`src/rtl/owfk_pkg.sv`:
```
// Shared types and constants for the omni wheel field kinematics block.
// Holds the CORDIC angle table, datapath widths and the cell hand-off struct.
// No dependencies.
package owfk_pkg;

    localparam int CORDIC_ITERS = 30;
    localparam int XW = 34;   // CORDIC x/y width, Q2.30 plus headroom
    localparam int ZW = 34;   // CORDIC residual angle, 32-bit turn plus headroom
    localparam int CW = 40;   // rotated speed in Q.16
    localparam int WW = 49;   // spin term in Q.16
    localparam int SW = 52;   // wheel sum
    localparam int MW = 50;   // wheel sum magnitude
    localparam int HW = 25;   // half of the magnitude for the partial products

    localparam logic signed [XW-1:0] CORDIC_GAIN_Q30 = XW'(652032874);

    localparam logic [31:0] ATAN_TURN [CORDIC_ITERS] = '{
        32'h20000000, 32'h12E4051E, 32'h09FB385B, 32'h051111D4, 32'h028B0D43,
        32'h0145D7E1, 32'h00A2F61E, 32'h00517C55, 32'h0028BE53, 32'h00145F2F,
        32'h000A2F98, 32'h000517CC, 32'h00028BE6, 32'h000145F3, 32'h0000A2FA,
        32'h0000517D, 32'h000028BE, 32'h0000145F, 32'h00000A30, 32'h00000518,
        32'h0000028C, 32'h00000146, 32'h000000A3, 32'h00000051, 32'h00000029,
        32'h00000014, 32'h0000000A, 32'h00000005, 32'h00000003, 32'h00000001
    };

    typedef struct packed {
        logic signed [15:0] vx;
        logic signed [15:0] vy;
        logic signed [15:0] spin;
        logic               neg;
    } t_side;

    typedef struct packed {
        logic               valid;
        logic signed [XW-1:0] x;
        logic signed [XW-1:0] y;
        logic signed [ZW-1:0] z;
        t_side              side;
    } t_cord;

endpackage

```
`src/rtl/owfk_cordic_cell.sv`:
```
// One CORDIC rotation cell: a single micro-rotation of fixed shift IDX.
// Depends on owfk_pkg for the angle table and the hand-off struct.
module owfk_cordic_cell #(
    parameter int IDX = 0
) (
    input  logic             i_clk,
    input  logic             i_rst_n,
    input  owfk_pkg::t_cord  i_cord,
    output owfk_pkg::t_cord  o_cord
);
    import owfk_pkg::*;

    localparam logic signed [ZW-1:0] ATAN = ZW'(ATAN_TURN[IDX]);

    logic signed [XW-1:0] w_dx;
    logic signed [XW-1:0] w_dy;
    t_cord                n_cord;
    t_cord                r_cord;

    always_comb begin
        w_dx   = i_cord.x >>> IDX;
        w_dy   = i_cord.y >>> IDX;
        n_cord = i_cord;
        if (!i_cord.z[ZW-1]) begin
            n_cord.x = i_cord.x - w_dy;
            n_cord.y = i_cord.y + w_dx;
            n_cord.z = i_cord.z - ATAN;
        end else begin
            n_cord.x = i_cord.x + w_dy;
            n_cord.y = i_cord.y - w_dx;
            n_cord.z = i_cord.z + ATAN;
        end
    end

    always_ff @(posedge i_clk) begin
        if (!i_rst_n) begin
            r_cord.valid <= 1'b0;
        end else begin
            r_cord <= n_cord;
        end
    end

    assign o_cord = r_cord;

endmodule

```
`config.mk`:
```
export PLATFORM = sky130hd
export DESIGN_NAME = owfk_cordic_cell
export DESIGN_NICKNAME = d
export VERILOG_FILES = /design/src/rtl/owfk_pkg.sv /design/src/rtl/owfk_cordic_cell.sv
export SDC_FILE = /design/constraint.sdc
export NUM_CORES = 1
export LEC_CHECK = 0
export BUFFER_PORTS_ARGS = -buffer_cell sky130_fd_sc_hd__buf_2
export CORE_AREA = 2 2 128 224
export CTS_CLUSTER_SIZE = 14
export DETAILED_ROUTE_END_ITERATION = 12
export DIE_AREA = 0 0 130 226
export GPL_ROUTABILITY_DRIVEN = 0
export PLACE_DENSITY = 0.69
export RECOVER_POWER = 25
export SLEW_MARGIN = 40
export SYNTH_ARGS = -nofsm -noshare
export SYNTH_HDL_FRONTEND = slang
export SYNTH_SLANG_ARGS = --single-unit
```
`constraint.sdc`:
```
create_clock -name i_clk -period 3 [get_ports i_clk]
set_input_delay 0.15 -clock i_clk [delete_from_list [all_inputs] [get_ports i_clk]]
set_output_delay 0.15 -clock i_clk [all_outputs]
set_load 0.02 [all_outputs]
```
# After elaboration in Yosys (flattened, before gate mapping)
# Cells that the tools add are included.
# W data, S select, Z words.
[op_classes]
add_sub_neg = 5
muxes = 1
[ops]
columns = ["operator", "n"]
rows = [
  ["$mux W102", 1],
  ["$sub A34 B34 Y34", 2],
  ["$add A34 B31 Y34 const B", 1],
  ["$add A34 B34 Y34", 1],
  ["$sub A34 B31 Y34 const B", 1],
]
[totals]
register_bits = 152
input_bits = 154
out_inout_bits = 152
word_cells = 14

# Longest topological paths before layout
[logic_depth]
word_depth = 2
ltp_mapped = 12
mapped_depth_nobuf = 11

# Least setup slack after synthesis
# OpenSTA, ideal clock, no wires.
[synth_timing]
path_kind = "input port to flip-flop"
startpoint = "input port i_cord[83] (netlist name)"
endpoint = "register r_cord (netlist bit o_cord[115]) (data pin)"
setup_ns = 0.260
arrival_ns = 2.215
path_slack_ns = 0.525
cell_stages = 11
path_buffers = 0
cell_sequence = "inv_1 ha_1 fa_1 nor2b_1 o211ai_1 and3_1 o31ai_4 o211ai_1 a2111oi_0 o22ai_1 xnor2_1"
[synth_rtl]
columns = ["element", "line_no", "text"]
rows = [
  ["start, declared", "owfk_cordic_cell.sv:8", "input owfk_pkg::t_cord i_cord,"],
  ["end signal, assigned", "owfk_cordic_cell.sv:39", "r_cord <= n_cord;"],
  ["end, declared", "owfk_cordic_cell.sv:18", "t_cord r_cord;"],
]

==> flow_summary.yaml <==
worst_setup_path:
  critPathKind: "in2reg"
  slowest_delay_ns: 0.54
  startpoint_type: "input port"
  path_buf_inv: 2
  worstPathCellList: "clkbuf_1 -> inv_1 -> ha_1 -> fa_1 -> nor2b_1 -> o211ai_1 -> and3_1 -> o31ai_4 -> o211ai_1 -> a2111oi_0 -> o22ai_1 -> xnor2_1"
  cp-startpoint: "i_cord[83]"
  crit_arrival_ns: 2.89
  crit_family: "compound AO/OA/AOI/OAI gates"
  slowest_stage: "a2111oi_0"
  critical_path.endpoint_type: "flip-flop"
  worstPathRequired_ns: 3.19
  critPathMostFrequentCell: "o211ai_1"
  worst-path-max-fanout: 3
cells_and_area:
  drive_gt1_frac: 0.290
  post-route-util: 0.528
  fillers: 2574
  multi_input_area_sq_um: 5710
  nets: 1796
  regArea_sq_um: 4520
  layoutNonFillerInstCount: 1922
  area_growth_pct: 33.8
  n_antenna_cell: 0
  largest_reg_flops: 151
grt:
  grt_pass1_vias: 10500
  grt_pass1_wl_um: 55000
  track_usage: 0.249
  grt_max_degree: 86
  grt-ovfl-total: 0
  antenna_found_initial: 0
detailed_routing:
  vias_per_cell: 5.45
  vias: 10500
  drtPass1Iterations: 7
  routed_wl_um: 37400
  drc: 0
  initialDrtViolationCount: 737
  antenna_left: 0
  wl_per_cell_um: 19.4
timing:
  hold_viol: 0
  min_period_ns: 2.70
  finalSetupViolCount: 0
  clock.fmax_mhz: 370
  fin_ws_ns: 0.298
  worst_pin_slew_ns: 1.67
  rsz0062_at_grt: "false"
  maxSlewHeadroom: -0.115
  min_period_over_period: 0.901
  hold_ws_ns: 0.103
  maxSlewViolCount: 57
cts:
  ctsHtreeMaxLevel: 4
  clockBufferDepth: 2
  clockRootBuffer: "clkbuf_16"
  path_clk_slew_ns: 0.07
  cts_buffers: 17
  cts_hold_buf: 80
  cts.sinks: 151
  postCtsResizedCells: 0
  tritoncts: "built"
  cts_setup_buffers: 0
pwr:
  switching_share: 0.355
  sequentialPowerShare: 0.374
  leakage_nw: 6.50
  powerDensity_nw_per_um2: 498
  power_frac_clock: 0.290
  switchingPower_mw: 2.58
  p_comb_frac: 0.336
  p_int_mw: 4.69
  vdd_drop_max_mv: 0.449
logic_synthesis:
  synth_edf_count: 150
  synthesis.nets: 1364
  synth_area_sq_um: 10900
  syn_avg_cell_area_sq_um: 9.88
  synth.distinct_cells: 82
  yosysWarnings: 0
  ys_seq_area_frac: 0.415
  ys.flop_type: "edfxtp_1"
  ys_ff_latch: 151
  yosysTopAreaCell: "edfxtp_1"
  synth_cells: 1104
  async_flop_share: 0
  synthTopCellsByArea: "edfxtp_1, ha_1, a21oi_1"
  synth_top_area_share: 0.413
die:
  ios: 306
  core_area_sq_um: 27700
  fp.dieH_um: 226
  dieArea_sq_um: 29400
  start_util: 0.394
  fp-row-count: 81
  die_x_um: 130
place:
  place_hpwl_um: 28900
  dpl.cell_count: 1809
  pre_cts_ws_ns: -0.0903
  io_buffers: 305
hold_path:
  hp-start: "i_cord[79]"
  holdCritPathClass: "in2reg"
status:
  outcome: "complete, but fails checks"
  violations: "max-capacitance violations, max-slew violations"
run:
  drv_cap: 1
layout by cell type, fill, tap and decap left out, types with 9 or more instances in the layout:
cell	count
buf_2	303
edfxtp_1	150
a21oi_1	121
ha_1	102
inv_1	100
dlygate4sd3_1	80
nor2_1	75
buf_4	74
o21ai_0	66
xnor2_1	59
nand2_1	52
a21o_1	32
o21bai_1	25
nor3_1	19
clkbuf_16	17
nor2b_1	15
o21ai_1	13
o31ai_1	12
o211ai_1	12
nand2b_1	12
nor4_1	11
nand4_1	10
nand3_1	10
a211oi_1	10
o21a_1	9
synthesized netlist by cell type (4+ instances only):
cell type and number:
o21ai_1 13, and3_1 8, a21o_1 32, nand4_1 10
and2_1 5, a211oi_1 10, o21a_1 9, inv_1 100
nand2b_1 12, a21oi_1 121, nor4_1 11, o21ai_0 66
a311o_1 5, buf_6 6, mux2i_1 7, buf_2 15
nand2_1 52, or3_1 5, o31ai_1 12, ha_1 102
a31oi_1 7, clkbuf_1 18, or4_1 5, a221oi_1 6
nor2_1 75, nor3_1 19, a22oi_1 5, nand3_1 10
o21bai_1 25, edfxtp_1 150, fa_1 4, o211ai_1 12
buf_4 9, nor2b_1 15, xnor2_1 59, xor2_1 6
routing by layer:
metal  track usage  wire length [um]
met1         0.239             12500
met2         0.440             18900
met3        0.0493              2330
met4         0.221              3580
met5             0                 0
cell families after synthesis:
| logic type | count (synthesis) | synth area share |
|---|---|---|
| AO/OA/AOI/OAI | 375 | 0.227 |
| AND/OR/NAND/NOR | 243 | 0.110 |
| buffers and inverters | 154 | 0.0621 |
| flip-flops | 151 | 0.415 |
| adder cells (fa/ha/maj) | 106 | 0.124 |
| XOR/XNOR | 65 | 0.0522 |
| multiplexers | 10 | 0.00952 |
power groups by stage:
stage	sequential (mW)	clock [mW]	combinational [mW]
finish	2.72	2.11	2.44
global route	2.75	2.22	2.59
CTS	2.72	2.17	2.40
detailed placement	2.76	0	2.30
global placement	2.76	0	2.29
floorplan	3.09	0	1.07
metrics by stage:
step	instance area, sq um	TNS [ns]	power [mW]
floorplan	10900	0	4.16
global placement	13200	0	5.04
detailed placement	13200	-0.0903	5.06
CTS	14600	0	7.29
global route	14600	0	7.56
finish	14600	0	7.27
area by class of cell:
cell class                 instances  share of cell area
multi-input combinational        799               0.391
sequential                       151               0.310
timing repair buffer             462               0.200
tap                              373              0.0320
clock buffer                      17              0.0291
inverter                         105              0.0272
clock inverter                    15              0.0105
worst paths after layout:
kind / to / slack [ns] / cells past startpoint
setup / recovery: o_cord[115]$_DFFE_PP_ / 0.30 / 12
hold / removal: o_cord[79]$_DFFE_PP_ / 0.10 / 2
Power figures use the tool's default switching activity.
